===== config.mk =====
export PLATFORM = sky130hd
export DESIGN_NAME = wigd_sqrt
export DESIGN_NICKNAME = d
export VERILOG_FILES = /design/src/hw/rtl/wigd_pkg.sv /design/src/hw/rtl/wigd_sqrt.sv
export SDC_FILE = /design/constraint.sdc
export NUM_CORES = 1
export LEC_CHECK = 0
export ABC_CLOCK_PERIOD_IN_PS = 7400
export BUFFER_PORTS_ARGS = -buffer_cell sky130_fd_sc_hd__buf_2
export CORE_MARGIN = 2
export CORE_UTILIZATION = 55
export CTS_BUF_LIST = sky130_fd_sc_hd__clkbuf_4
export DETAILED_ROUTE_END_ITERATION = 10
export PLACE_DENSITY_LB_ADDON = 0.1
export SLEW_MARGIN = 15
export SYNTH_ARGS = -nofsm -noshare
export SYNTH_HDL_FRONTEND = slang
export SYNTH_SLANG_ARGS = --single-unit

===== constraint.sdc =====
create_clock -name aclk -period 7.4 [get_ports aclk]
set_input_delay 0.37 -clock aclk [delete_from_list [all_inputs] [get_ports aclk]]
set_output_delay 0.37 -clock aclk [all_outputs]
set_load 0.02 [all_outputs]

===== src/hw/rtl/wigd_pkg.sv =====
// Shared constants and helper functions of the Wigner-d recurrence block.
package wigd_pkg;

    // Divider: dividend width, divisor width and step counter width.
    localparam int DIV_NW = 58;
    localparam int DIV_DW = 37;
    localparam int DIV_CW = 6;

    // Square root: radicand width, root width and step counter width.
    localparam int SQ_W  = 56;
    localparam int SQ_RW = 28;
    localparam int SQ_CW = 5;

    // Serial multiply-accumulate: coefficient width, accumulator width, counter width.
    localparam int MAC_N  = 58;
    localparam int ACC_W  = 92;
    localparam int MAC_CW = 6;

    // Degree after reset.
    localparam logic [8:0] DEG_RESET = 9'd2;

    // Clamp the degree register into the supported range.
    function automatic logic [8:0] clamp_degree(input logic [8:0] d, input logic [10:0] max_l);
        logic [8:0] res;
        res = d;
        if (d < 9'd2) begin
            res = 9'd2;
        end else if ({2'b00, d} > max_l) begin
            res = max_l[8:0];
        end
        return res;
    endfunction

    // 2^-L rounded to Q1.30.
    function automatic logic [31:0] seed_for(input logic [8:0] l);
        logic [31:0] res;
        res = 32'd0;
        if (l <= 9'd30) begin
            res = 32'd1 << 5'(9'd30 - l);
        end else if (l == 9'd31) begin
            res = 32'd1;
        end
        return res;
    endfunction

    // Negation that saturates the most negative value.
    function automatic logic [31:0] neg_sat(input logic [31:0] v);
        logic [31:0] res;
        res = (v == 32'h8000_0000) ? 32'h7FFF_FFFF : (32'd0 - v);
        return res;
    endfunction

endpackage


===== src/hw/rtl/wigd_sqrt.sv =====
// Integer square root that produces one root bit per cycle from two radicand bits.
module wigd_sqrt (
    input  logic                        aclk,
    input  logic                        aresetn,
    input  logic                        start,
    input  logic [wigd_pkg::SQ_W-1:0]   rad,
    output logic                        done,
    output logic [wigd_pkg::SQ_RW-1:0]  root
);
    import wigd_pkg::*;

    logic               busy_reg, busy_next;
    logic               done_reg, done_next;
    logic [SQ_CW-1:0]   cnt_reg, cnt_next;
    logic [SQ_W-1:0]    rad_reg, rad_next;
    logic [SQ_RW-1:0]   root_reg, root_next;
    logic [SQ_RW+1:0]   rem_reg, rem_next;
    logic [SQ_RW+3:0]   t;
    logic [SQ_RW+4:0]   diff;

    // Bring down two radicand bits and try the next root bit.
    always_comb begin
        t         = {rem_reg, rad_reg[SQ_W-1:SQ_W-2]};
        diff      = {1'b0, t} - {3'b000, root_reg, 2'b01};
        busy_next = busy_reg;
        done_next = 1'b0;
        cnt_next  = cnt_reg;
        rad_next  = rad_reg;
        root_next = root_reg;
        rem_next  = rem_reg;
        if (start) begin
            busy_next = 1'b1;
            cnt_next  = '0;
            rad_next  = rad;
            root_next = '0;
            rem_next  = '0;
        end else if (busy_reg) begin
            rad_next = {rad_reg[SQ_W-3:0], 2'b00};
            if (!diff[SQ_RW+4]) begin
                rem_next  = diff[SQ_RW+1:0];
                root_next = {root_reg[SQ_RW-2:0], 1'b1};
            end else begin
                rem_next  = t[SQ_RW+1:0];
                root_next = {root_reg[SQ_RW-2:0], 1'b0};
            end
            cnt_next = cnt_reg + 1'b1;
            if (cnt_reg == SQ_CW'(SQ_RW - 1)) begin
                busy_next = 1'b0;
                done_next = 1'b1;
            end
        end
    end

    always_ff @(posedge aclk) begin
        if (!aresetn) begin
            busy_reg <= 1'b0;
            done_reg <= 1'b0;
            cnt_reg  <= '0;
        end else begin
            busy_reg <= busy_next;
            done_reg <= done_next;
            cnt_reg  <= cnt_next;
        end
        rad_reg  <= rad_next;
        root_reg <= root_next;
        rem_reg  <= rem_next;
    end

    assign done = done_reg;
    assign root = root_reg;

endmodule


==> impl_metrics.py <==
metrics = {
    "placed_design": {
        "gp_congestion": 0.889,
        "io_buffers": 87,
        "hpwl_um": 8610,
    },
    "logic_synthesis": {
        "async_reset_ff_frac": 0,
        "synth-adder-area-share": 0.0563,
        "synth_top_family_by_area": "multiplexers",
        "synth_flop_cell": "dfxtp_1",
        "postSynthCellCount": 625,
        "ys_seq_elements": 121,
        "synthMuxAreaShare": 0.165,
        "avgSynthCellArea_um2": 10.7,
        "synth_nets": 714,
        "synth_area_um2": 6670,
        "synth_cell_types": 67,
        "synth-seq-area-share": 0.447,
        "yosys.area_share.simple": 0.106,
        "synth_edf_count": 56,
        "yosysWarningCount": 0,
        "synth-xor-area-share": 0.0407,
        "synth_compound_area_frac": 0.134,
    },
    "sta": {
        "fin_skew_ns": 0.0155,
        "slew_headroom": 0.272,
        "finalSetupTns_ns": 0,
        "tightest_slew_ns": 1.09,
        "fmax_mhz": 324,
        "final-hold-violation-count": 0,
        "rsz0062_at_grt": "no",
        "setup_viol_count_final": 0,
        "report.final.slew_viol_count": 0,
        "period_share": 0.417,
        "period_minus_slack_ns": 3.08,
    },
    "power": {
        "vdd_drop_max_mv": 0.285,
        "power_density_nw_per_um2": 366,
        "leakagePower_uw": 0.00307,
    },
    "critical_path": {
        "crit_top_cell": "o21ai_2",
        "cp_cell_sequence": "inv_1 -> ha_1 -> nand2b_1 -> a21oi_2 -> o21ai_2 -> o21ai_2 -> a31oi_4 -> o21ai_4 -> mux2i_1 -> a211oi_1",
        "path_class": "reg -> reg",
        "cpMaxStageDelayCell": "o21ai_4",
        "r2r_slack_ns": 4.32,
        "critPathMaxFanout": 24,
        "max_stage_delay_ns": 0.80,
        "crit_path_end_kind": "register",
        "crit_required_ns": 7.78,
        "worst-path-buf-inv": 1,
        "worstPathArrival_ns": 3.46,
        "critPathTopFamily": "compound AO/OA/AOI/OAI gates",
        "startpoint_type": "register",
    },
    "final_layout": {
        "final_util": 0.622,
        "nNetsFinal": 789,
        "drive_above_1_share": 0.264,
        "largest_reg_flops": 56,
        "regArea_um2": 2990,
        "multi_input_area_um2": 3350,
        "num_antenna_cells": 0,
        "syn2layout_area_growth_pct": 11.1,
        "num-fill-cells": 1023,
    },
    "detailed_routing": {
        "drtAntennaViolNets": 0,
        "first_pass_iters": 4,
        "vias": 4772,
        "drtIter0Drc": 304,
        "wl_um": 12600,
        "wl_per_cell_um": 14.7,
        "vias_per_cell": 5.55,
        "drcViolationCount": 0,
    },
    "clock_network": {
        "path_clk_slew_ns": 0.11,
        "cts_resized": 0,
        "cts_made_buffers": 17,
        "cts_num_sinks": 121,
        "cts_htree_levels": 4,
        "cts_tree": "built",
        "cts_root_buf": "clkbuf_4",
        "clock_path_buffers": 2,
        "clock_latency_ns": 0.54,
    },
    "global_route": {
        "grt-ovfl-total": 0,
        "grt_first_pass_wirelength_um": 21500,
        "antenna_found_initial": 0,
        "grt_usage": 0.207,
        "grt_max_degree": 91,
        "grt_pass1_vias": 4736,
    },
    "min_path": {
        "holdCritPathClass": "in -> reg",
    },
    "die": {
        "die_y_um": 114,
        "initial_core_util": 0.560,
        "die_area_um2": 13000,
        "io-pin-count": 88,
        "dieWidth_um": 114,
        "core_um2": 11900,
        "num_rows": 40,
    },
    "outcome": {
        "status": "complete, no violations",
    },
    "flow_run": {
        "drv_cap": 0,
    },
}
layout make-up:
cell class,count,share of cell area
Multi-Input combinational cell,437,0.452
Sequential cell,121,0.403
Timing Repair Buffer,90,0.0625
Tap cell,147,0.0248
Clock inverter,15,0.0236
Clock buffer,17,0.0172
Inverter,33,0.0167
synthesized netlist by cell type (all sizes together) (4+ instances only):
cell type  number  area [um^2]
xnor2          21          184
mux2i          49          490
edfxtp         56         1680
nand4           6         37.5
nor3            8         40.0
ha             30          375
o21a            7         52.6
nand2          24         92.6
mux2           54          608
o21ai          20          119
xor2           10         87.6
inv            33          124
a32oi           5         43.8
nor2           73          274
nand2b          6         40.0
buf             8         78.8
a211oi         24          180
and3            7         43.8
a21o           13         97.6
clkbuf         24          115
a31oi           8         65.1
a21oi          20          104
nand3          11         55.1
nor2b           4         25.0
dfxtp          65         1300
logic make-up (layout without fill, tap and decap cells):
family / Yosys count / in the layout
and+or+nand+nor: 150 / 150
AOI/OAI and AO/OA: 123 / 123
DFF: 121 / 121
muxes: 103 / 103
buffers and inverters: 67 / 155
xor gates and xnor gates: 31 / 31
adders and majority gates: 30 / 30
cells in the final DEF, fill, tap and decap left out, types with 19 or more instances in the layout:
cell type,netlist,layout
buf_2,2,86
dfxtp_1,65,64
a21oi_1,19,19
xnor2_1,21,21
mux2i_1,49,49
edfxtp_1,56,56
nand2_1,23,22
mux2_2,54,54
nor2_1,73,73
a211oi_1,24,24
ha_1,30,30
inv_1,33,33
metrics by stage:
stage                     power [uW]  hold WS, ns  cells  cell area (um^2)  setup slack (ns)
after floorplan                 2050        0.469    625              6670              4.83
after global placement          2200        0.498    827              7100              4.38
after detailed placement        2230        0.500    827              7100              4.30
after CTS                       2740       0.0582    860              7410              4.25
after global routing            2910       0.0544    860              7410              3.99
final                           2720        0.113    860              7410              4.32
report_power, final:
group          switching (uW)  internal, uW  total, uW
logic                     748           613       1360
registers                64.7           792        856
clock network             263           234        497
total                    1080          1640       2720
timing repair:
item	in CTS	in global routing
setup buffers	0	0
endpoints found under the hold margin	1	0
hold buffers	1	0
worst paths after layout:
| check | from | end | cells past startpoint |
|---|---|---|---|
| worst max-delay path | root[0] | rem_reg[22] | 10 |
| worst min-delay path | rad[0] | rad_reg[0] | 2 |
| worst max register to register | root[0] | rem_reg[22] | 10 |
| worst min register to register | rem_reg[5] | rem_reg[5] | 2 |
layer usage:
| metal | vias to the layer above | routed length (um) | share of wire | GRT usage |
|---|---|---|---|---|
| met3 | 18 | 704 | 0.056 | 0.0715 |
| met1 | 2211 | 5820 | 0.46 | 0.258 |
| met4 | 0 | 235 | 0.019 | 0.0854 |
| met5 | - | 0 | 0 | 0 |
| met2 | 99 | 5860 | 0.46 | 0.328 |
| li1 | 2444 | - | - | - |
worst reg2reg max path, delay by kind of cell, from the launching register on:
kind	cells	cell delay (ns)
simple gates	1	0.12
fa+ha+maj	1	0.35
mux	1	0.33
compound gates	6	1.69
flops	1	0.38
buf+inv	1	0.05
No activity file was read; power rests on OpenSTA's default activity.
