===== config.mk =====
export PLATFORM = sky130hd
export DESIGN_NAME = wigd_mac
export DESIGN_NICKNAME = d
export VERILOG_FILES = /design/src/hw/rtl/wigd_pkg.sv /design/src/hw/rtl/wigd_mac.sv
export SDC_FILE = /design/constraint.sdc
export NUM_CORES = 1
export LEC_CHECK = 0
export BUFFER_PORTS_ARGS = -buffer_cell sky130_fd_sc_hd__buf_2
export CELL_PAD_IN_SITES_DETAIL_PLACEMENT = 1
export CELL_PAD_IN_SITES_GLOBAL_PLACEMENT = 1
export CORE_MARGIN = 3
export CORE_UTILIZATION = 32
export DETAILED_ROUTE_END_ITERATION = 8
export PLACE_DENSITY_LB_ADDON = 0.1
export SYNTH_ARGS = -nofsm -noshare
export SYNTH_HDL_FRONTEND = slang
export SYNTH_SLANG_ARGS = --single-unit

===== constraint.sdc =====
create_clock -name aclk -period 16.4 [get_ports aclk]
set_input_delay 1.64 -clock aclk [delete_from_list [all_inputs] [get_ports aclk]]
set_output_delay 1.64 -clock aclk [all_outputs]
set_load 0.05 [all_outputs]

===== src/hw/rtl/wigd_pkg.sv =====
// Shared constants and helper functions of the Wigner-d recurrence block.
package wigd_pkg;

    // Divider: dividend width, divisor width and step counter width.
    localparam int DIV_NW = 58;
    localparam int DIV_DW = 37;
    localparam int DIV_CW = 6;

    // Square root: radicand width, root width and step counter width.
    localparam int SQ_W  = 56;
    localparam int SQ_RW = 28;
    localparam int SQ_CW = 5;

    // Serial multiply-accumulate: coefficient width, accumulator width, counter width.
    localparam int MAC_N  = 58;
    localparam int ACC_W  = 92;
    localparam int MAC_CW = 6;

    // Degree after reset.
    localparam logic [8:0] DEG_RESET = 9'd2;

    // Clamp the degree register into the supported range.
    function automatic logic [8:0] clamp_degree(input logic [8:0] d, input logic [10:0] max_l);
        logic [8:0] res;
        res = d;
        if (d < 9'd2) begin
            res = 9'd2;
        end else if ({2'b00, d} > max_l) begin
            res = max_l[8:0];
        end
        return res;
    endfunction

    // 2^-L rounded to Q1.30.
    function automatic logic [31:0] seed_for(input logic [8:0] l);
        logic [31:0] res;
        res = 32'd0;
        if (l <= 9'd30) begin
            res = 32'd1 << 5'(9'd30 - l);
        end else if (l == 9'd31) begin
            res = 32'd1;
        end
        return res;
    endfunction

    // Negation that saturates the most negative value.
    function automatic logic [31:0] neg_sat(input logic [31:0] v);
        logic [31:0] res;
        res = (v == 32'h8000_0000) ? 32'h7FFF_FFFF : (32'd0 - v);
        return res;
    endfunction

endpackage


===== src/hw/rtl/wigd_mac.sv =====
// Bit-serial unit that forms -(v * p1) - (w * p2), most significant coefficient bit first.
module wigd_mac (
    input  logic                               aclk,
    input  logic                               aresetn,
    input  logic                               start,
    input  logic [wigd_pkg::MAC_N-1:0]         vmag,
    input  logic [wigd_pkg::MAC_N-1:0]         wmag,
    input  logic signed [31:0]                 p1,
    input  logic signed [31:0]                 p2,
    output logic                               done,
    output logic signed [wigd_pkg::ACC_W-1:0]  acc
);
    import wigd_pkg::*;

    logic                    busy_reg, busy_next;
    logic                    done_reg, done_next;
    logic [MAC_CW-1:0]       cnt_reg, cnt_next;
    logic [MAC_N-1:0]        vm_reg, vm_next;
    logic [MAC_N-1:0]        wm_reg, wm_next;
    logic signed [31:0]      p1_reg, p1_next;
    logic signed [31:0]      p2_reg, p2_next;
    logic signed [ACC_W-1:0] acc_reg, acc_next;
    logic signed [ACC_W-1:0] add1, add2;

    // Double the accumulator and subtract the operands selected by the current bits.
    always_comb begin
        add1      = vm_reg[MAC_N-1] ? ACC_W'(p1_reg) : '0;
        add2      = wm_reg[MAC_N-1] ? ACC_W'(p2_reg) : '0;
        busy_next = busy_reg;
        done_next = 1'b0;
        cnt_next  = cnt_reg;
        vm_next   = vm_reg;
        wm_next   = wm_reg;
        p1_next   = p1_reg;
        p2_next   = p2_reg;
        acc_next  = acc_reg;
        if (start) begin
            busy_next = 1'b1;
            cnt_next  = '0;
            vm_next   = vmag;
            wm_next   = wmag;
            p1_next   = p1;
            p2_next   = p2;
            acc_next  = '0;
        end else if (busy_reg) begin
            acc_next = (acc_reg <<< 1) - add1 - add2;
            vm_next  = {vm_reg[MAC_N-2:0], 1'b0};
            wm_next  = {wm_reg[MAC_N-2:0], 1'b0};
            cnt_next = cnt_reg + 1'b1;
            if (cnt_reg == MAC_CW'(MAC_N - 1)) begin
                busy_next = 1'b0;
                done_next = 1'b1;
            end
        end
    end

    always_ff @(posedge aclk) begin
        if (!aresetn) begin
            busy_reg <= 1'b0;
            done_reg <= 1'b0;
            cnt_reg  <= '0;
        end else begin
            busy_reg <= busy_next;
            done_reg <= done_next;
            cnt_reg  <= cnt_next;
        end
        vm_reg  <= vm_next;
        wm_reg  <= wm_next;
        p1_reg  <= p1_next;
        p2_reg  <= p2_next;
        acc_reg <= acc_next;
    end

    assign done = done_reg;
    assign acc  = acc_reg;

endmodule


==> reports/metrics.csv <==
stage,metric,value,unit
run_status,outcome,finished clean,
cells_and_area,drive_above_1_share,0.2410,
die,fp-row-count,86,
pwr,seq_power_share,0.215,
die,core_region_area,0.05585,sq mm
timing,fmax,0.1805,GHz
timing,fin_crit,5.540,ns
setup_path,cp_cell_sequence,buf_4 > nand2_4 > buf_4 > fa_1 > ha_1 > inv_1 > or4_1 > nor2_1 > nand3_1 > a2111oi_0 > nor3_1 > o41a_1 > xnor2_1 > o21ai_0,
timing,final.setup.tns,0,ns
pwr,switching_share,0.4908,
synth,syn-cell-area,0.01829,sq mm
synth,synth_fp_nets,2096,
detailed_routing,wl_met1,25.40,mm
die,initial_core_util,0.3275,
cells_and_area,regArea,0.007411,sq mm
cells_and_area,final_util,0.3877,
pwr,p_leak,9.025,nW
timing,fin_skew,0.03781,ns
detailed_routing,route.met3.wl,3.328,mm
detailed_routing,first_pass_iters,5,
grt,first_global_vias,15256,
cells_and_area,multiInputGateArea,0.01014,sq mm
setup_path,cp_common_cell,buf_4,
clock_tree,cts_buffers,37,
timing,period_share,0.3378,
cells_and_area,largest_reg_flops,92,
detailed_routing,first_iter_violations,510,
clock_tree,worstSkewPairLatency,0.57,ns
setup_path,startpoint_type,register,
grt,gr-total-overflow,0,
timing,setup_ws,10.86,ns
timing,finalHoldViolCount,0,
timing,rsz0062_at_grt,false,
pwr,powerDensity,217.5,mW/mm^2
clock_tree,path_clk_slew,0.06,ns
cells_and_area,area_growth,18.37,%
setup_path,crit_arrival,5.95,ns
pwr,power.share.combinational,0.610,
synth,syn_area_per_cell,10.60,sq um
detailed_routing,wl,55.05,mm
synth,synth_cells,1726,
synth,ys_seq_area_frac,0.4050,
clock_tree,htree_levels,2,
cells_and_area,layout_commonest_cell,buf_2,
pwr,total_power,4.708,mW
synth,yosys.cell_types.count,77,
clock_tree,cts_setup_buffers,0,
clock_tree,cts_resized,0,
setup_path,crit_required,16.81,ns
synth,synth_area_leaders,"edfxtp_1, dfxtp_1, fa_1, mux2_2, ha_1",
detailed_routing,drc,0,
cells_and_area,nFillCells,6254,
min_path,hp-class,register to register,
synth,synth.largest_area_cell,edfxtp_1,
pwr,p_switching,2.311,mW
setup_path,path_class,register to register,
die,die_y,245.1,um
clock_tree,cts-root-buf,clkbuf_16,
synth,synth_edf_count,180,
placed_design,io_buffers,275,
clock_tree,cts_hold_buf,0,
placed_design,gp_congestion,0.8692,
detailed_routing,final_antenna_net_count,0,
setup_path,slowest_delay,0.59,ns
grt,grt_max_degree,91,
pwr,peakVddDrop,76.95,uV
clock_tree,cts_tree,done,
clock_tree,clock-sinks,280,
timing,maxSlewHeadroom,0.3695,
die,ios,276,
synth,async_reset_ff_frac,0,
grt,track_usage,0.1845,
die,dieArea,0.06006,sq mm
grt,grt_pass1_wl,88.00,mm
grt,antenna_found_initial,20,
run,cap_violations,0,
cells_and_area,final_cells,2748,
synth,synth-main-ff-cell,edfxtp_1,
timing,slew_viol_final,0,
detailed_routing,wl_per_cell,20.03,um
setup_path,critPathMaxFanout,34,
placed_design,place_inst,2676,
detailed_routing,dr_total_vias,13950,
cells_and_area,final_cell_mix,"buf_2, edfxtp_1, a21oi_1",
placed_design,dp_slack,10.86,ns
die,dieWidth,245.1,um
detailed_routing,top_layer,met5,
timing,setup_viol,0,
detailed_routing,vias_per_cell,5.076,
synth,synth_warnings,0,
detailed_routing,met2WireLength,25.00,mm
setup_path,cpMaxStageDelayCell,buf_4,
placed_design,detailed_place_hpwl,42.33,mm
pwr,internal-power,2.397,mW
synth,yosysTopAreaCellShare,0.2955,
setup_path,endpoint_kind,register,
clock_tree,clk_path_buf_depth,3,
pwr,power.clock.fraction,0.175,
cells_and_area,nets,2337,
synth,synth-seq-cells,280,
timing,worst_slew_pin_slew,0.9458,ns
[cells in the mapped netlist, drive strengths merged, types with 5 or more instances]
library cell and count:
inv 114, nor3 13, o21a 9, xor2 40, nand4 36, nand2 125, o21ai 95, mux2 114
buf 11, a21boi 5, nand3 21, a211oi 9, a21oi 132, xnor2 50, a31oi 10, nor2b 9
mux2i 44, o21bai 30, nor2 99, o211ai 5, a221o 6, and2 64, and3 9, dfxtp 100
o31ai 8, clkbuf 74, a22o 6, edfxtp 180, ha 97, fa 90, a21o 52, nand2b 7
[worst max-delay path: cells and delay by family, from the launching register on]
family                   cells  cell delay, ns
AND/OR/NAND/NOR              5            1.76
AO/OA/AOI/OAI                3            1.10
buffers and inverters        3            0.98
adder cells (fa/ha/maj)      2            0.97
flip-flops                   1            0.36
XOR/XNOR                     1            0.16
[path summary, 6_finish.rpt]
kind                      startpoint                 endpoint  depth (start not counted)  slack (ns)
min          cnt_reg[5]$_SDFFE_PP0P_  cnt_reg[5]$_SDFFE_PP0P_                          2        0.50
max reg2reg     vm_reg[57]$_DFFE_PP_     acc[91]$_SDFFE_PP0P_                         14       10.86
min reg2reg  cnt_reg[5]$_SDFFE_PP0P_  cnt_reg[5]$_SDFFE_PP0P_                          2        0.50
max             vm_reg[57]$_DFFE_PP_     acc[91]$_SDFFE_PP0P_                         14       10.86
[per-stage QoR]
stage                     hold slack, ns  area [sq um]
final                             0.5001         21650
after global routing              0.5353         21650
after CTS                         0.5047         21640
after detailed placement          0.4976         20390
after global placement            0.4724         20390
after floorplan                   0.4493         18290
[cells by family (layout without fill, tap and decap cells)]
kind of cell	Yosys count	count (layout)	share of synthesized area
compound gates	409	409	0.1441
xor+xnor	90	90	0.04310
fa+ha+maj	187	187	0.1649
buf+inv	199	469	0.04152
flops	280	280	0.4050
mux	158	158	0.09427
other cells	0	4	0
simple gates	403	403	0.1072
[final cells by class]
type                    instances  area share
inverters                     114     0.01988
clock buffers                  49     0.04623
diodes                          4   0.0004623
clock inverters                19     0.01133
multi-input cells            1247      0.4684
well taps                     748     0.04323
flip-flops and latches        280      0.3423
repair buffers                287     0.06819
[metal layers]
metal,up-vias,global-route usage
li1,6665,-
met1,6899,0.2482
met2,261,0.2952
met3,93,0.05200
met4,32,0.04220
met5,-,0
[power by group through the flow]
stage	combinational [mW]	clock [mW]	sequential, mW
global placement	2.85	0	1.03
global route	3.19	0.888	1.04
detailed placement	2.86	0	1.03
CTS	2.88	0.862	1.02
finish	2.87	0.824	1.01
floorplan	1.82	0	1.28
Note: power is estimated with default switching activity, not from simulation.
