===== src/hw/rtl/wigd_pkg.sv =====
// Shared constants and helper functions of the Wigner-d recurrence block.
package wigd_pkg;

    // Divider: dividend width, divisor width and step counter width.
    localparam int DIV_NW = 58;
    localparam int DIV_DW = 37;
    localparam int DIV_CW = 6;

    // Square root: radicand width, root width and step counter width.
    localparam int SQ_W  = 56;
    localparam int SQ_RW = 28;
    localparam int SQ_CW = 5;

    // Serial multiply-accumulate: coefficient width, accumulator width, counter width.
    localparam int MAC_N  = 58;
    localparam int ACC_W  = 92;
    localparam int MAC_CW = 6;

    // Degree after reset.
    localparam logic [8:0] DEG_RESET = 9'd2;

    // Clamp the degree register into the supported range.
    function automatic logic [8:0] clamp_degree(input logic [8:0] d, input logic [10:0] max_l);
        logic [8:0] res;
        res = d;
        if (d < 9'd2) begin
            res = 9'd2;
        end else if ({2'b00, d} > max_l) begin
            res = max_l[8:0];
        end
        return res;
    endfunction

    // 2^-L rounded to Q1.30.
    function automatic logic [31:0] seed_for(input logic [8:0] l);
        logic [31:0] res;
        res = 32'd0;
        if (l <= 9'd30) begin
            res = 32'd1 << 5'(9'd30 - l);
        end else if (l == 9'd31) begin
            res = 32'd1;
        end
        return res;
    endfunction

    // Negation that saturates the most negative value.
    function automatic logic [31:0] neg_sat(input logic [31:0] v);
        logic [31:0] res;
        res = (v == 32'h8000_0000) ? 32'h7FFF_FFFF : (32'd0 - v);
        return res;
    endfunction

endpackage


===== src/hw/rtl/wigd_div.sv =====
// Restoring divider that produces one quotient bit per cycle.
module wigd_div (
    input  logic                         aclk,
    input  logic                         aresetn,
    input  logic                         start,
    input  logic [wigd_pkg::DIV_NW-1:0]  num,
    input  logic [wigd_pkg::DIV_DW-1:0]  den,
    output logic                         done,
    output logic [wigd_pkg::DIV_NW-1:0]  quo
);
    import wigd_pkg::*;

    logic              busy_reg, busy_next;
    logic              done_reg, done_next;
    logic [DIV_CW-1:0] cnt_reg, cnt_next;
    logic [DIV_DW-1:0] den_reg, den_next;
    logic [DIV_DW-1:0] rem_reg, rem_next;
    logic [DIV_NW-1:0] quo_reg, quo_next;
    logic [DIV_DW:0]   trial;
    logic [DIV_DW:0]   diff;

    // One shift-and-subtract step per cycle; the dividend register fills with quotient bits.
    always_comb begin
        trial     = {rem_reg, quo_reg[DIV_NW-1]};
        diff      = trial - {1'b0, den_reg};
        busy_next = busy_reg;
        done_next = 1'b0;
        cnt_next  = cnt_reg;
        den_next  = den_reg;
        rem_next  = rem_reg;
        quo_next  = quo_reg;
        if (start) begin
            busy_next = 1'b1;
            cnt_next  = '0;
            rem_next  = '0;
            quo_next  = num;
            den_next  = den;
        end else if (busy_reg) begin
            if (!diff[DIV_DW]) begin
                rem_next = diff[DIV_DW-1:0];
                quo_next = {quo_reg[DIV_NW-2:0], 1'b1};
            end else begin
                rem_next = trial[DIV_DW-1:0];
                quo_next = {quo_reg[DIV_NW-2:0], 1'b0};
            end
            cnt_next = cnt_reg + 1'b1;
            if (cnt_reg == DIV_CW'(DIV_NW - 1)) begin
                busy_next = 1'b0;
                done_next = 1'b1;
            end
        end
    end

    always_ff @(posedge aclk) begin
        if (!aresetn) begin
            busy_reg <= 1'b0;
            done_reg <= 1'b0;
            cnt_reg  <= '0;
        end else begin
            busy_reg <= busy_next;
            done_reg <= done_next;
            cnt_reg  <= cnt_next;
        end
        den_reg <= den_next;
        rem_reg <= rem_next;
        quo_reg <= quo_next;
    end

    assign done = done_reg;
    assign quo  = quo_reg;

endmodule


===== config.mk =====
export PLATFORM = sky130hd
export DESIGN_NAME = wigd_div
export DESIGN_NICKNAME = d
export VERILOG_FILES = /design/src/hw/rtl/wigd_pkg.sv /design/src/hw/rtl/wigd_div.sv
export SDC_FILE = /design/constraint.sdc
export NUM_CORES = 1
export LEC_CHECK = 0
export BUFFER_PORTS_ARGS = -buffer_cell sky130_fd_sc_hd__clkbuf_2
export CORE_UTILIZATION = 50
export DETAILED_ROUTE_END_ITERATION = 16
export PLACE_DENSITY_LB_ADDON = 0.1
export SYNTH_ARGS = -nofsm -noshare
export SYNTH_HDL_FRONTEND = slang
export SYNTH_SLANG_ARGS = --single-unit

===== constraint.sdc =====
create_clock -name aclk -period 3.04 [get_ports aclk]
set_input_delay 0 -clock aclk [delete_from_list [all_inputs] [get_ports aclk]]
set_output_delay 0 -clock aclk [all_outputs]
set_load 0.1 [all_outputs]

==> results.tsv, run 1 <==
stage	metric	value	unit
power	total_power	6.428	mW
finish	diodes	0	
global_routing	grt_start_max_net_pins	45	
run_status	violations	setup timing	
routing	wl_met2	10200	µm
min_path	hold_start	den[9]	
flow_run	cap_violations	0	
routing	via_count	6653	
synthesis	ys_async_sr_fraction	0	%
finish	drive_gt1_share	33.01	%
clock_network	cts_made_buffers	17	
synthesis	synth_fp_nets	883	
routing	drc_errors	0	
synthesis	syn_area	7914	µm²
worst_setup_path	path_class	flop to flop	
worst_setup_path	worstPathArrival	3.42	ns
routing	wl_per_cell	16.48	µm
placement	place_inst	1092	
routing	viasPerCell	5.400	
finish	fin_area	10790	µm²
worst_setup_path	reg2reg_depth	13	
placement	place_area	9046	µm²
global_routing	grt_pass1_wl	32640	µm
worst_setup_path	start_kind	flop	
routing	highest_layer	met4	
floorplan	row_count	45	
synthesis	yosysSeqAreaShare	47.43	%
synthesis	syn_avg_cell_area	10.62	µm²
placement	port_buffers	156	
global_routing	grt_pass1_vias	6891	
synthesis	synth_top_area_cell	edfxtp_1	
sta	fin_skew	0.01222	ns
routing	dr_wl_met3	1121	µm
routing	drtAntennaViolNets	0	
clock_network	clock_path_buffers	2	
sta	finalHoldWorstSlack	0.2858	ns
worst_setup_path	crit_required	3.37	ns
clock_network	htree_num_levels	4	
synthesis	synth_commonest_cells	nand2_1, edfxtp_1, nor2_1	
sta	fin_crit_sh	101.7	%
sta	fin_tns_setup	-0.1497	ns
min_path	hold-path-endpoint	den_reg[9]	
global_routing	grt.overflow.total	0	
sta	slew_viol_final	0	
routing	drt-initial-drc-count	477	
sta	hold_viol_final	0	
sta	layout_setup_ws	-0.05270	ns
floorplan	die_h	127.8	µm
finish	layoutNonFillerInstCount	1232	
synthesis	yosysWarnings	0	
sta	rsz0062_at_grt	true	
global_routing	antenna_found_initial	0	
clock_network	clock_latency	0.43	ns
synthesis	synthTopCellsByArea	edfxtp_1, dfxtp_1, mux2_2, ha_1, nand2_1	
synthesis	postSynthCellCount	745	
routing	first_pass_iters	5	
sta	max_freq	323.3	MHz
floorplan	fp.dieW	127.8	µm
worst_setup_path	end_kind	flop	
sta	min_period	3.093	ns
synthesis	synth_edf_count	95	
clock_network	cts_sinks	140	
min_path	hp-class	primary input to flop	
finish	largest_reg_flops	58	
clock_network	clockRootBuffer	clkbuf_16	
sta	relSlewSlack	52.84	%
finish	nets	1146	
worst_setup_path	r2r_end	rem_reg[1]	
power	p_leak	4.459	nW
worst_setup_path	r2r_slack	-0.05	ns
placement	hpwl	13130	µm
placement	place_congestion	0.9087	
floorplan	ioPinCount	157	
power	power.density	595.8	nW/µm²
synthesis	ys_ff_latch	140	
min_path	hold_depth	2	
global_routing	grt_use_total	25.49	%
sta	finalSetupViolations	7	
clock_network	cts_tree	done	
clock_network	clk_pin_slew_worst_paths	0.07	ns
synthesis	synth.most_common_cell	nand2_1	
routing	wl	20300	µm
power	ir_drop	523.8	µV
run_status	status	complete, but fails checks	
synthesis	ys.flop_type	edfxtp_1	
synthesis	synthDominantCellAreaShare	36.05	%
synthesis	yosysUniqueCellTypes	65	
worst_setup_path	worstPathMaxFanout	6	
sta	tightestPinTransition	0.7064	ns
floorplan	die_area	16340	µm²
finish	n_fill_cell	1126	
floorplan	initial_utilization	51.67	%
floorplan	core	15310	µm²
worst_setup_path	r2r-start	den_reg[1]	
routing	drt-met1-wl	8649	µm
finish	areaGrowthSynthToFinish	36.33	%
## critical path, cell delays in order, from the launching register on
cell and delay [ns]:
edfxtp_1 0.40, inv_1 0.08, ha_1 0.22, nor2b_4 0.14, o31ai_4 0.25, a2111oi_4 0.14
nor4_4 0.36, o21ai_2 0.15, a41oi_4 0.38, xor2_4 0.13, buf_12 0.16, buf_12 0.13
or4_1 0.39, o311ai_1 0.09
## stage by stage
stage               utilization, %  setup WS [ns]
floorplan                        -        -0.1655
global placement             59.07         0.1316
detailed placement           59.07        0.03707
CTS                          69.15        0.01189
global route                 70.45        -0.1529
finish                       70.45       -0.05270
## worst max-delay path by stage
stage                start     endpoint  depth (start not counted)
6_report        den_reg[1]   rem_reg[1]                         13
2_1_floorplan      quo[57]  rem_reg[34]                         13
4_1_cts        den_reg[16]  rem_reg[20]                         12
5_1_grt         den_reg[1]   rem_reg[1]                         13
3_3_place_gp    den_reg[3]   rem_reg[1]                         12
3_5_place_dp   den_reg[16]  rem_reg[20]                         12
## layer usage
metal | up-vias | track usage, %
li1 | 3246 | -
met1 | 3173 | 30.57
met2 | 208 | 44.25
met3 | 26 | 6.093
met4 | 0 | 9.758
met5 | - | 0
## layout make-up
| cell class | count | area, µm² | area share [%] |
|---|---|---|---|
| clock buffers | 18 | 439.2 | 4.071 |
| clock inverters | 14 | 133.9 | 1.241 |
| inverters | 45 | 168.9 | 1.566 |
| multi-input cells | 520 | 3928 | 36.40 |
| flip-flops and latches | 140 | 3755 | 34.80 |
| well taps | 211 | 264.0 | 2.447 |
| repair buffers | 284 | 2101 | 19.47 |
## where the power goes
group / switching [mW] / internal, mW / total (mW)
Combinational: 1.37 / 0.704 / 2.07
Sequential: 0.109 / 2.23 / 2.34
Clock: 0.852 / 1.16 / 2.01
## repair_timing
| item | in CTS | in global routing |
|---|---|---|
| endpoints found under the hold margin | 106 | 0 |
| setup buffers | 0 | 8 |
| hold buffers | 97 | 0 |
| endpoints found under the setup margin | 0 | 36 |
| gates resized for setup | 0 | 13 |
## cells by family after synthesis
group	Yosys count	share of synthesized area (%)
xor+xnor	40	4.522
compound gates	165	16.38
buf+inv	85	4.664
flops	140	47.43
mux	59	8.364
fa+ha+maj	40	6.419
simple gates	216	12.22
## cells in the final DEF (no fill, tap or decap), drive strengths merged, types with 3 or more instances in the layout
cell,netlist,layout
dlygate4sd3,0,97
a211oi,4,4
nor3,5,5
a41oi,3,3
o311ai,3,3
clkinv,2,8
o21bai,4,4
nor3b,4,4
and2,4,4
inv,43,48
and3,5,5
mux2,57,57
buf,16,30
edfxtp,95,95
xnor2,20,20
xor2,20,20
nand2b,4,4
nand3,13,13
nor2,58,58
o31ai,3,3
nor4,3,3
a21oi,53,53
a311oi,27,27
o21ai,30,30
a31oi,5,5
nand2,98,98
ha,39,39
a21o,7,7
nand4,10,10
clkbuf,24,175
nor2b,4,4
dfxtp,45,45
o21a,10,10
(Power assumes the default switching activity.)
==> inputs of run 2 (changes only) <==
CORE_MARGIN = 5   (was unset)
CORE_UTILIZATION = 51   (was 50)
SETUP_SLACK_MARGIN = 0.1   (was unset)
==> results.tsv, run 2 (synthesized netlist as in run 1, its figures left out) <==
stage	metric	value	unit	change
run_status	status	finished, final reports clean		
placement	place_area	9050	µm²	about the same
finish	layoutNonFillerInstCount	1226		-0.49%
routing	first_pass_iters	5		unchanged
finish	final-seq-area	3756	µm²	about the same
routing	drt-initial-drc-count	523		+9.6%
finish	final_common_cell	clkbuf_2		
routing	drc_errors	0		unchanged
global_routing	grt_pass1_wl	35280	µm	+8.1%
worst_setup_path	path_class	flop to flop		
global_routing	antenna_found_initial	0		unchanged
floorplan	initial_utilization	52.06	%	+0.38 points
routing	viasPerCell	5.573		+3.2%
worst_setup_path	crit_required	3.37	ns	about the same
worst_setup_path	r2r-start	den_reg[16]		
power	power.share.clock	29.3	%	-2.0 points
finish	areaGrowthSynthToFinish	41.55	%	
power	p_leak	4.605	nW	+3.3%
power	p_int	4.186	mW	+2.1%
worst_setup_path	worstPathArrival	3.32	ns	-0.10 ns
worst_setup_path	path_cells	inv_2 -> ha_4 -> a21oi_4 -> o21a_1 -> o211ai_1 -> nor4_4 -> o21ai_2 -> a41oi_4 -> buf_6 -> xor2_4 -> buf_6 -> clkbuf_16 -> nand2_4 -> a311oi_2		
worst_setup_path	end_kind	flop		
clock_network	cts_sinks	140		unchanged
clock_network	clock_path_buffers	2		unchanged
routing	wl_per_cell	18.12	µm	+10%
finish	fin_area	11200	µm²	+3.8%
power	total_power	6.568	mW	+2.2%
clock_network	clk_pin_slew_worst_paths	0.06	ns	about the same
sta	fin_skew	0.01159	ns	-0.0006327 ns
global_routing	grt_pass1_vias	7184		+4.3%
clock_network	clock_latency	0.42	ns	about the same
power	switchingPower	2.382	mW	+2.3%
floorplan	ioPinCount	157		unchanged
global_routing	grt.busiest_layer	met2		
routing	drtAntennaViolNets	0		unchanged
min_path	hold_start	start		
finish	final_cell_mix	clkbuf_2, dlygate4sd3_1, edfxtp_1		
clock_network	cts_made_buffers	17		unchanged
worst_setup_path	slowest_delay	0.39	ns	about the same
worst_setup_path	start_kind	flop		
sta	tightestPinTransition	0.5742	ns	-0.1322 ns
routing	wl	22210	µm	+9.4%
power	comb_power_share	34.8	%	+2.6 points
sta	min_period	2.993	ns	-0.09925 ns
worst_setup_path	slowest_stage	edfxtp_1		
min_path	hp-class	primary input to flop		
finish	finish.utilization	73.69	%	+3.2 points
flow_run	cap_violations	0		unchanged
routing	via_count	6833		+2.7%
clock_network	clockRootBuffer	clkbuf_16		
placement	port_buffers	156		unchanged
sta	max_freq	334.1	MHz	+3.3%
power	ir_drop	476.1	µV	-9.1%
placement	dp_slack	-0.04987	ns	-0.08694 ns
clock_network	cts_tree	done		
global_routing	grt.overflow.total	0		unchanged
worst_setup_path	worstPathMaxFanout	6		unchanged
worst_setup_path	cp-startpoint	den_reg[16]		
finish	drive_gt1_share	37.67	%	+4.7 points
floorplan	fp.dieW	134.6	µm	+5.3%
finish	diodes	0		unchanged
floorplan	row_count	45		unchanged
placement	place_inst	1075		-1.6%
global_routing	grt.met3_usage	7.228	%	+1.1 points
global_routing	grt_util_met2	42.54	%	-1.7 points
global_routing	grt.met1_usage	28.58	%	-2.0 points
power	p_sw_share	36.27	%	+0.038 points
floorplan	die_h	134.6	µm	+5.3%
sta	layout_setup_ws	0.04656	ns	+0.09925 ns
floorplan	core	15200	µm²	-0.74%
global_routing	grt_start_max_net_pins	104		+130%
floorplan	die_area	18110	µm²	+11%
finish	nets	1163		+1.5%
power	seq_power_share	35.9	%	-0.5 points
power	power.density	586.3	nW/µm²	-1.6%
sta	hold_viol_final	0		unchanged
sta	slew_viol_final	0		unchanged
placement	hpwl	13880	µm	+5.7%
sta	finalSetupViolations	0		-7
sta	relSlewSlack	61.72	%	+8.9 points
sta	rsz0062_at_grt	true		
sta	fin_crit_sh	98.47	%	-3.3 points
worst_setup_path	r2r_slack	0.05	ns	+0.10 ns
worst_setup_path	path_common_cell	buf_6		
clock_network	htree_num_levels	4		unchanged
finish	multiInputGateArea	4179	µm²	+6.4%
placement	place_congestion	0.9216		+1.4%
finish	n_fill_cell	1006		-11%
finish	largest_reg_flops	58		unchanged
global_routing	grt_use_total	24.33	%	-1.2 points
-- run 2: cell types whose count changed in the layout (fill, tap and decap cells not counted), moves of 5 or more --
cell     change
inv_6        -5
ha_1         -6
nand2_4     +11
buf_6        +5
nand2_1     -14
a21oi_2      +6
a21oi_1      -7
buf_4        +8
-- run 2: worst paths after layout --
path                       to  cells after the start
hold reg to reg   rem_reg[21]                      2
setup reg to reg  rem_reg[13]                     14
hold / removal    rem_reg[36]                      2
setup / recovery  rem_reg[13]                     14
-- run 2: area by class of cell --
cell class                 instances  area share (%)
multi-input combinational        520           37.31
clock inverter                    11          0.8936
tap                              188           2.100
sequential                       140           33.53
inverter                          45           1.508
timing repair buffer             301           20.73
clock buffer                      21           3.932
-- run 2: timing repair --
action,4_1_cts,5_1_grt
hold buffers,96,0
endpoints found under the hold margin,103,0
gates cloned,2,3
endpoints found under the setup margin,33,38
pin swaps,8,36
setup buffers,9,9
resized for setup,11,70
-- run 2: worst max-delay path, delay by kind of cell (launching register included) --
family | cells | cell delay [ns]
XOR/XNOR | 1 | 0.22
AND/OR/NAND/NOR | 2 | 0.42
buffers and inverters | 4 | 0.60
AO/OA/AOI/OAI | 6 | 1.05
adder cells (fa/ha/maj) | 1 | 0.22
flip-flops | 1 | 0.39
-- run 2: power by group through the flow --
stage	Combinational [mW]	Sequential, mW	Clock [mW]
global route	2.42	2.38	2.05
global placement	1.86	2.37	0
CTS	2.07	2.34	1.95
floorplan	0.902	2.95	0
detailed placement	1.89	2.37	0
finish	2.29	2.36	1.92
-- run 2: stage by stage --
stage | setup TNS (ns) | hold slack, ns
finish | 0 | 0.03563
global route | -1.235 | 0.04878
CTS | -0.3960 | 0.04876
detailed placement | -0.1325 | 0.1786
global placement | 0 | 0.1762
floorplan | -5.032 | 0.09887
-- run 2: metal layers --
layer / up-vias / part of all wire (%) / routed length, µm
met5: - / 0 / 0
met4: 0 / 1.9 / 419
met3: 36 / 6.3 / 1404
met2: 243 / 50 / 11190
met1: 3276 / 41 / 9204
li1: 3278 / - / -
